--- config.mk ---
export PLATFORM = sky130hd
export DESIGN_NAME = prime_factorizer_top
export DESIGN_NICKNAME = d
export VERILOG_FILES = /design/src/sv/pf_pkg.sv /design/src/sv/pf_serial_div.sv /design/src/sv/pf_ctrl.sv /design/src/sv/prime_factorizer_top.sv
export SDC_FILE = /design/constraint.sdc
export NUM_CORES = 1
export LEC_CHECK = 0
export BUFFER_PORTS_ARGS = -buffer_cell sky130_fd_sc_hd__buf_2
export CORE_ASPECT_RATIO = 1.5
export CORE_MARGIN = 2
export CORE_UTILIZATION = 45
export CTS_CLUSTER_DIAMETER = 50
export DETAILED_ROUTE_END_ITERATION = 10
export HOLD_SLACK_MARGIN = 0.06
export PLACE_DENSITY = 0.63
export SLEW_MARGIN = 10
export SYNTH_ARGS = -nofsm -noshare
export SYNTH_HDL_FRONTEND = slang
export SYNTH_HIERARCHICAL = 1
export SYNTH_SLANG_ARGS = --single-unit
--- constraint.sdc ---
create_clock -name i_clk -period 15.15 [get_ports i_clk]
set_input_delay 1.515 -clock i_clk [delete_from_list [all_inputs] [get_ports i_clk]]
set_output_delay 1.515 -clock i_clk [all_outputs]
set_load 0.02 [all_outputs]
--- src/sv/pf_pkg.sv ---
`default_nettype none

package pf_pkg;

    // Width of the number and of every factor.
    localparam int VALUE_BITS = 31;
    // Byte-aligned width of the tdata buses.
    localparam int DATA_BITS  = ((VALUE_BITS + 7) / 8) * 8;
    // Width of the divider's step counter, which holds VALUE_BITS itself.
    localparam int CNT_W      = $clog2(VALUE_BITS + 1);

    // Status codes carried with every result word.
    localparam logic ST_FACTOR       = 1'b0;
    localparam logic ST_UNFACTORABLE = 1'b1;

    typedef logic [VALUE_BITS-1:0] t_value;

    // Result of one serial division.
    typedef struct packed {
        logic   done;
        t_value quo;
        t_value rem;
    } t_div_res;

    // One result word offered by the controller to the output stage.
    typedef struct packed {
        logic   valid;
        t_value factor;
        logic   last;
        logic   status;
    } t_emit;

endpackage

`default_nettype wire

--- src/sv/pf_serial_div.sv ---
`default_nettype none

// Restoring divider: one quotient bit per cycle, VALUE_BITS quotient bits per division.
module pf_serial_div
    import pf_pkg::*;
(
    input  wire logic     i_clk,
    input  wire logic     i_rst_n,
    input  wire logic     i_start,
    input  wire t_value   i_dividend,
    input  wire t_value   i_divisor,
    output t_div_res      o_res
);

    localparam logic [CNT_W-1:0] CNT_LOAD = CNT_W'(VALUE_BITS);

    logic             r_busy;
    logic             r_done;
    logic [CNT_W-1:0] r_cnt;
    t_value           r_rem;
    t_value           r_quo;
    t_value           r_div;

    logic [VALUE_BITS:0] shifted;
    logic [VALUE_BITS:0] diff;
    logic                fits;

    assign shifted = {r_rem, r_quo[VALUE_BITS-1]};
    assign diff    = shifted - {1'b0, r_div};
    assign fits    = (shifted >= {1'b0, r_div});

    always_ff @(posedge i_clk) begin
        if (!i_rst_n) begin
            r_busy <= 1'b0;
            r_done <= 1'b0;
            r_cnt  <= '0;
        end else begin
            r_done <= 1'b0;
            if (i_start) begin
                r_busy <= 1'b1;
                r_cnt  <= CNT_LOAD;
            end else if (r_busy) begin
                r_cnt <= r_cnt - CNT_W'(1);
                if (r_cnt == CNT_W'(1)) begin
                    r_busy <= 1'b0;
                    r_done <= 1'b1;
                end
            end
        end
    end

    always_ff @(posedge i_clk) begin
        if (i_start) begin
            r_quo <= i_dividend;
            r_rem <= '0;
            r_div <= i_divisor;
        end else if (r_busy) begin
            r_rem <= fits ? diff[VALUE_BITS-1:0] : shifted[VALUE_BITS-1:0];
            r_quo <= {r_quo[VALUE_BITS-2:0], fits};
        end
    end

    assign o_res.done = r_done;
    assign o_res.quo  = r_quo;
    assign o_res.rem  = r_rem;

endmodule

`default_nettype wire

--- src/sv/pf_ctrl.sv ---
`default_nettype none

// Trial-division sequencer. The newest factor is held back one step so that
// the final one can carry the last mark.
module pf_ctrl
    import pf_pkg::*;
(
    input  wire logic     i_clk,
    input  wire logic     i_rst_n,
    input  wire logic     i_in_valid,
    output logic          o_in_ready,
    input  wire t_value   i_number,
    output logic          o_div_start,
    output t_value        o_div_dividend,
    output t_value        o_div_divisor,
    input  wire t_div_res i_div,
    output t_emit         o_emit,
    input  wire logic     i_emit_ready
);

    typedef enum logic [2:0] {
        S_IDLE,
        S_START,
        S_DIV,
        S_FINISH,
        S_EMIT,
        S_LAST_REST
    } t_state;

    t_state r_state;
    t_state r_ret;
    t_value r_rest;
    t_value r_d;
    logic   r_in_while;
    t_value r_pend;
    logic   r_have_pend;
    t_value r_factor;
    logic   r_last;
    logic   r_status;

    always_ff @(posedge i_clk) begin
        if (!i_rst_n) begin
            r_state     <= S_IDLE;
            r_ret       <= S_IDLE;
            r_in_while  <= 1'b0;
            r_have_pend <= 1'b0;
        end else begin
            unique case (r_state)
                S_IDLE: begin
                    if (i_in_valid) begin
                        if (i_number < VALUE_BITS'(2)) begin
                            r_factor <= '0;
                            r_last   <= 1'b1;
                            r_status <= ST_UNFACTORABLE;
                            r_ret    <= S_IDLE;
                            r_state  <= S_EMIT;
                        end else begin
                            r_rest      <= i_number;
                            r_d         <= VALUE_BITS'(2);
                            r_in_while  <= 1'b0;
                            r_have_pend <= 1'b0;
                            r_state     <= S_START;
                        end
                    end
                end
                S_START: begin
                    r_state <= S_DIV;
                end
                S_DIV: begin
                    if (i_div.done) begin
                        if (!r_in_while && (r_d > i_div.quo)) begin
                            r_state <= S_FINISH;
                        end else if (i_div.rem == '0) begin
                            // The divisor goes in; the previously held factor goes out.
                            r_rest      <= i_div.quo;
                            r_in_while  <= 1'b1;
                            r_pend      <= r_d;
                            r_have_pend <= 1'b1;
                            if (r_have_pend) begin
                                r_factor <= r_pend;
                                r_last   <= 1'b0;
                                r_status <= ST_FACTOR;
                                r_ret    <= S_START;
                                r_state  <= S_EMIT;
                            end else begin
                                r_state <= S_START;
                            end
                        end else begin
                            r_d        <= r_d + VALUE_BITS'(1);
                            r_in_while <= 1'b0;
                            r_state    <= S_START;
                        end
                    end
                end
                S_FINISH: begin
                    r_ret   <= S_IDLE;
                    r_state <= S_EMIT;
                    if (!r_have_pend) begin
                        r_factor <= '0;
                        r_last   <= 1'b1;
                        r_status <= ST_UNFACTORABLE;
                    end else if (r_rest > VALUE_BITS'(1)) begin
                        r_factor <= r_pend;
                        r_last   <= 1'b0;
                        r_status <= ST_FACTOR;
                        r_ret    <= S_LAST_REST;
                    end else begin
                        r_factor <= r_pend;
                        r_last   <= 1'b1;
                        r_status <= ST_FACTOR;
                    end
                end
                S_LAST_REST: begin
                    r_factor <= r_rest;
                    r_last   <= 1'b1;
                    r_status <= ST_FACTOR;
                    r_ret    <= S_IDLE;
                    r_state  <= S_EMIT;
                end
                S_EMIT: begin
                    if (i_emit_ready) begin
                        r_state <= r_ret;
                    end
                end
                default: begin
                    r_state <= S_IDLE;
                end
            endcase
        end
    end

    assign o_in_ready     = (r_state == S_IDLE);
    assign o_div_start    = (r_state == S_START);
    assign o_div_dividend = r_rest;
    assign o_div_divisor  = r_d;

    assign o_emit.valid  = (r_state == S_EMIT);
    assign o_emit.factor = r_factor;
    assign o_emit.last   = r_last;
    assign o_emit.status = r_status;

endmodule

`default_nettype wire

--- src/sv/prime_factorizer_top.sv ---
`default_nettype none

// Channel   Direction  Payload (lowest bit first)
// s_axis    in         tdata: number[VALUE_BITS-1:0], zero padding
// m_axis    out        tdata: factor[VALUE_BITS-1:0], zero padding;
//                      tlast: last; tuser: status
//
// Each trial divisor costs one serial division plus sequencing through the
// S_START and S_DIV states, and a number takes up to sqrt(number) trial
// divisors. The single bit-per-cycle divider is shared by all trial divisions.
// Reset is synchronous and active low and returns the sequencer to idle.
// A stalled output word holds the sequencer; a new number is taken only once
// the previous one has been fully handed to the output register.
module prime_factorizer_top
    import pf_pkg::*;
(
    input  wire logic                 i_clk,
    input  wire logic                 i_rst_n,
    // number, then zero padding
    input  wire logic [DATA_BITS-1:0] s_axis_tdata,
    input  wire logic                 s_axis_tvalid,
    output logic                      s_axis_tready,
    // factor, then zero padding
    output logic [DATA_BITS-1:0]      m_axis_tdata,
    // last
    output logic                      m_axis_tlast,
    // status: 1 when the number is 0, 1 or prime
    output logic [0:0]                m_axis_tuser,
    output logic                      m_axis_tvalid,
    input  wire logic                 m_axis_tready
);

    logic     div_start;
    t_value   div_dividend;
    t_value   div_divisor;
    t_div_res div_res;
    t_emit    emit;
    logic     emit_ready;

    logic     r_valid;
    t_value   r_factor;
    logic     r_last;
    logic     r_status;

    pf_ctrl u_ctrl (
        .i_clk          (i_clk),
        .i_rst_n        (i_rst_n),
        .i_in_valid     (s_axis_tvalid),
        .o_in_ready     (s_axis_tready),
        .i_number       (s_axis_tdata[VALUE_BITS-1:0]),
        .o_div_start    (div_start),
        .o_div_dividend (div_dividend),
        .o_div_divisor  (div_divisor),
        .i_div          (div_res),
        .o_emit         (emit),
        .i_emit_ready   (emit_ready)
    );

    pf_serial_div u_div (
        .i_clk      (i_clk),
        .i_rst_n    (i_rst_n),
        .i_start    (div_start),
        .i_dividend (div_dividend),
        .i_divisor  (div_divisor),
        .o_res      (div_res)
    );

    // The output register takes a new word whenever it is empty or being drained,
    // so the sequencer never waits longer than the downstream stall.
    assign emit_ready = !r_valid || m_axis_tready;

    always_ff @(posedge i_clk) begin
        if (!i_rst_n) begin
            r_valid <= 1'b0;
        end else if (emit_ready) begin
            r_valid <= emit.valid;
        end
    end

    always_ff @(posedge i_clk) begin
        if (emit_ready && emit.valid) begin
            r_factor <= emit.factor;
            r_last   <= emit.last;
            r_status <= emit.status;
        end
    end

    assign m_axis_tvalid = r_valid;
    assign m_axis_tdata  = DATA_BITS'(r_factor);
    assign m_axis_tlast  = r_last;
    assign m_axis_tuser  = r_status;

endmodule

`default_nettype wire
## After elaboration in Yosys (flattened, before gate mapping)

Index checks and enable logic that the tools add are counted.

| word-level totals | value |
|---|---|
| bits in latches | 0 |
| flip-flop bits (word level) | 268 |
| output and inout bits | 36 |
| memories kept | 0 |
| memory bits (writable) | 0 |
| memory bits (read-only) | 0 |

| operators by class | value |
|---|---|
| reductions and logical operators | 20 |
| shifts and indexed selects | 0 |
| equal/unequal tests | 15 |
| divide/modulo/power cells | 0 |
| $lt $le $gt $ge | 4 |
| add/sub/neg operators | 3 |
| bitwise operators | 3 |
| multipliers | 0 |
| mux-type cells | 67 |

Operators by type and width:

| kind | count |
|---|---|
| 2-to-1 mux 31 bit | 20 |
| one-hot mux 31 bit (2 select lines) | 2 |
| one-hot mux 31 bit (4 select lines) | 1 |
| 2-to-1 mux 3 bit | 15 |
| >= comparator 32 x 31 -> 1 bit | 1 |
| adder 31 x 1 -> 31 bit, second input constant | 1 |
| > comparator 31 x 1 -> 1 bit, second input constant | 1 |
| > comparator 31 bit | 1 |
| zero test 31 bit | 1 |
| less-than comparator 31 x 2 -> 1 bit, second input constant | 1 |
| subtractor 31 bit | 1 |
| 2-to-1 mux 1 bit | 21 |
| AND reduction 7 bit | 3 |
| one-hot mux 3 bit (5 select lines) | 1 |
| one-hot mux 3 bit (4 select lines) | 1 |
| 2-to-1 mux 5 bit | 2 |
| inequality test 2 x 1 -> 1 bit, second input constant | 5 |
| AND reduction 5 bit | 2 |
| inequality test 2 bit, second input constant | 4 |
| one-hot mux 1 bit (4 select lines) | 2 |
| AND reduction 8 bit | 1 |
| equality test 3 x 2 -> 1 bit, second input constant | 2 |
| equality test 3 bit, second input constant | 2 |
| AND reduction 6 bit | 1 |
| other kinds (14) | 20 |

## Longest topological paths before layout

| logic depth | value |
|---|---|
| word-level depth | 5 |
| mapped depth | 13 |
| depth with buffers taken out | 12 |

## Cells and area by module

The synthesis kept the hierarchy.

By module, submodules not included:

| module | cells each | area an instance (um^2) | instances | sequential area each (um^2) |
|---|---|---|---|---|
| pf_ctrl | 563 | 6623.9 | 1 | 3923.8 |
| pf_serial_div | 557 | 5617.9 | 1 | 2622.5 |
| prime_factorizer_top | 40 | 1059.8 | 1 | 1011.0 |

## Worst setup path after synthesis

OpenSTA, ideal clock, no wires.

| path | value |
|---|---|
| path type | input port to flip-flop |
| start | input port s_axis_tdata[7] |
| end | register u_ctrl.r_d[0] (netlist: u_ctrl/o_div_divisor[0]) (enable) |
| setup slack | 10326 ps |
| arrival | 4354 ps |
| data required time | 14679 ps |
| stages on the path | 4 |
| path through | nor4_1 -> nand4_1 -> o21ai_0 -> a221oi_1 |

| on the way | value |
|---|---|
| cells in the longest elaborated chain, start to end | 3 |

Ends and longest elaborated chain:

| what | RTL line | text |
|---|---|---|
| start, declared | prime_factorizer_top.sv:20 | `input wire logic [DATA_BITS-1:0] s_axis_tdata,` |
| less-than comparator 31 x 2 -> 1 bit | pf_ctrl.sv:51 | `if (i_number < VALUE_BITS'(2)) begin` |
| inequality test 2 bit (no source line) | n/a |  |
| AND reduction 7 bit (no source line) | n/a |  |
| end signal, assigned | pf_ctrl.sv:89 | `r_d <= r_d + VALUE_BITS'(1);` |
| end, declared | pf_ctrl.sv:33 | `t_value r_d;` |

Every way passes these cells.
A chain may end at the register's enable or synchronous reset.

## Final worst setup path

| path | value |
|---|---|
| start | register u_ctrl.r_d[8] (netlist: u_ctrl/o_div_divisor[8]) |
| end | register u_ctrl.r_factor[7] (enable) |

| on the way | value |
|---|---|
| cells in the longest elaborated chain, start to end | 4 |

Ends and longest elaborated chain:

| what | RTL line | text |
|---|---|---|
| > comparator 31 bit | pf_ctrl.sv:71 | `if (!r_in_while && (r_d > i_div.quo)) begin` |
| logical AND 1 bit | pf_ctrl.sv:71 |  |
| inequality test 2 bit (no source line) | n/a |  |
| AND reduction 8 bit (no source line) | n/a |  |
| end signal, assigned | pf_ctrl.sv:80 | `r_factor <= r_pend;` |
| end signal, assigned | pf_ctrl.sv:103 | `r_factor <= r_pend;` |
| end signal, assigned | pf_ctrl.sv:108 | `r_factor <= r_pend;` |
| end, declared | pf_ctrl.sv:37 | `t_value r_factor;` |

Every way passes these cells.

==> run metrics <==
Core Rows=77; worst reg2reg setup slack=11.49 ns; fmax=0.273 GHz; Critical Path RT=15.38 ns; Yosys top cell area share=49.9%; vias in the first global route=9,038; dpl cells=1,592; clock skew=0.0321 ns; Worst-Skew Late Latency=0.59 ns; H-tree depth=1; HP Class=flip-flop to flip-flop; Vias=9,210; clock power share=22.3%; CP Launch Type=flip-flop; Initial Util=45.4%; Final Util=51.4%; Syn Inst Count=1,160; Tcrit/Tclk final=24.1%; Async SR Flop Fraction=0%; PD cells=216 nW/um^2; CTS resizes=0; hold path startpoint=u_ctrl/r_factor[15]; hold depth=0; DR WL/cell=19.5 um; area of the die=31,000 um^2; initial drt markers=818; Chip Height=215 um; Final HPWL DP=22.6 mm; clock sinks=267; commonest cells in the netlist=edfxtp_1 (221), nand2_1 (119), nor2_1 (84); Post-Syn Area=13,300 um^2; Clock Path Buffers=3; Root Driver=clkbuf_16; synthesized area per cell=11.5 um^2; P_int=1.98 mW; Via density=5.60; largest net degree at the start of global routing=61; DR pass1 iterations=5; Primary FF master, synth=edfxtp_1; FF-to-FF path depth=9; DRC viols=0; count leader, synth=edfxtp_1; top cells by area, synth=edfxtp_1 (50%), dfxtp_1 (6.9%), ha_1 (6.1%); relative slew slack=32.1%; FILL cells=2,625; Core Area=29,300 um^2; Lkg Pwr=5.71 nW; gr usage total=21.2%; nets=1,329; WP data arrival=3.89 ns; Reg power frac=39.7%; die width=144 um; Antenna Cells=0; outcome=completed; Synthesized Nets=1,262; max capacitance violation total=0; Worst-path clk slew=0.07 ns; Inserted Clock Buffers=28; nature of the critical path endpoint=flip-flop; Netlist cell types=84; fin cells=1,644; Antenna Nets Post-Route=0; switching pwr=1.27 mW; Multi-input gate area=5290 um^2; Tmin final=3.66 ns; total negative slack=0 ns; post-place instance area=14,100 um^2; Hold EP=r_factor[15]; global-route wire length before repair=50.2 mm; post-synthesis sequential area ratio=56.8%; Crit path buffers/inverters=1; IR drop worst, VDD=104 uV; family with the most delay on the worst path=simple AND/OR/NAND/NOR gates; design area=15,100 um^2; Hold Vio Cnt, Final=0; hold-fix buffers at CTS=0; Setup Viol. Count Final=0; Area growth syn-to-layout=13.2%; CP max stage delay=0.59 ns; Critical Path Fanout Max=30; Synth area leader=edfxtp_1; number of port buffers=69; layout cells sized above 1=15.7%; critical path cell sequence=ha_1, nand4_1, nor4_2, a21oi_1, o31a_1, nor3_1, o21ai_0, a21oi_4, buf_4; Worst R2R Start=u_ctrl/o_div_divisor[8]; Switching Share=39.0%; FF+latch count, synth=267; initial antenna violation count=1; yosys warns=6; Post-synth EDFFs=221; Crit Reg-Reg Endpoint=u_ctrl/r_factor[7]; Slew @ Worst Pin=1.01 ns; Crit-path slowest cell=edfxtp_1; total gr overflow=0; crit path kind=flip-flop to flip-flop; Critical path origin=u_ctrl/o_div_divisor[8]; Final GP Congestion=0.894; # IOs=72; RSZ-0062 raised after global routing=false; FF+latch area=7560 um^2; routed wire length=32.1 mm; fin. max-slew vios=0; CTS tree=built; # Post-CTS Setup Buffers=0; combinational share of power=38.0%
[kinds of logic (layout without fill, tap and decap cells)]
kind of cell	after synthesis	in the layout	share of synthesized area, %
AO/OA/AOI/OAI	257	257	13.3
XOR/XNOR	52	52	3.42
buffers and inverters	127	216	3.84
adder cells (fa/ha/maj)	66	66	6.26
flip-flops	267	267	56.8
AND/OR/NAND/NOR	355	355	13.5
multiplexers	35	35	2.93
other	1	1	0.0282
[worst max-delay path by stage]
stage | end | slack (ns) | depth (start not counted)
after CTS | u_ctrl/r_factor[17] | 11.50 | 9
after global routing | u_ctrl/r_factor[17] | 11.32 | 9
after global placement | u_ctrl/r_factor[16] | 10.90 | 7
final | u_ctrl/r_factor[7] | 11.49 | 9
after detailed placement | u_ctrl/r_factor[15] | 10.96 | 7
after floorplan | u_ctrl/o_div_divisor[0] | 10.33 | 4
[power by group through the flow]
stage / registers (mW) / clock network [mW] / logic, mW
2_1_floorplan: 1.23 / 0 / 0.925
3_3_place_gp: 1.30 / 0 / 1.20
3_5_place_dp: 1.31 / 0 / 1.22
4_1_cts: 1.29 / 0.740 / 1.23
5_1_grt: 1.32 / 0.769 / 1.38
6_report: 1.29 / 0.725 / 1.23
[sequential cells by signal, summed over array words and instances, names as in the netlist]
name and flops:
u_ctrl/o_div_divisor 31, u_ctrl/o_div_dividend 31, u_ctrl/r_ret 2, u_ctrl/r_in_while 1, m_axis_tvalid 1, u_div/r_busy 1, u_ctrl/r_pend 31, u_ctrl/r_status 1
u_div/r_cnt 5, u_div/r_quo 31, r_factor 31, u_ctrl/r_last 1, m_axis_tuser 1, u_ctrl/r_state 3, m_axis_tlast 1, u_div/r_done 1
u_div/r_div 31, u_div/r_rem 31, u_ctrl/r_factor 31, u_ctrl/r_have_pend 1
[placed cells by master, fill, tap and decap left out, types with 46 or more instances in the layout]
cell type / Yosys / routed
edfxtp_1: 221 / 221
nand2_1: 119 / 119
inv_1: 83 / 83
nor2_1: 84 / 83
o21ai_0: 73 / 73
buf_2: 3 / 69
ha_1: 65 / 65
a21oi_1: 52 / 49
dfxtp_1: 46 / 46
[per-stage QoR]
step / power [mW] / hold slack, ns / worst slack [ns]
finish: 3.25 / 0.413 / 11.49
detailed placement: 2.53 / 0.405 / 10.96
global route: 3.46 / 0.416 / 11.32
CTS: 3.26 / 0.412 / 11.50
floorplan: 2.15 / 0.400 / 10.33
global placement: 2.50 / 0.402 / 10.90
[metal layers]
layer  global-route usage [%]  up-vias  wire [um]
met3                     3.08       77       1590
met2                     36.3      265      16200
met5                        0        -         14
li1                         -     4427          -
met1                     26.1     4439      12700
met4                     9.64        2       1510
[layout make-up]
| class | instances | area share, % |
|---|---|---|
| inverter | 83 | 2.07 |
| clock inverter | 17 | 1.59 |
| timing repair buffer | 81 | 2.89 |
| multi-input combinational | 766 | 35.1 |
| sequential | 267 | 50.2 |
| tap | 395 | 3.28 |
| clock buffer | 35 | 4.89 |
Power figures use the tool's default switching activity.
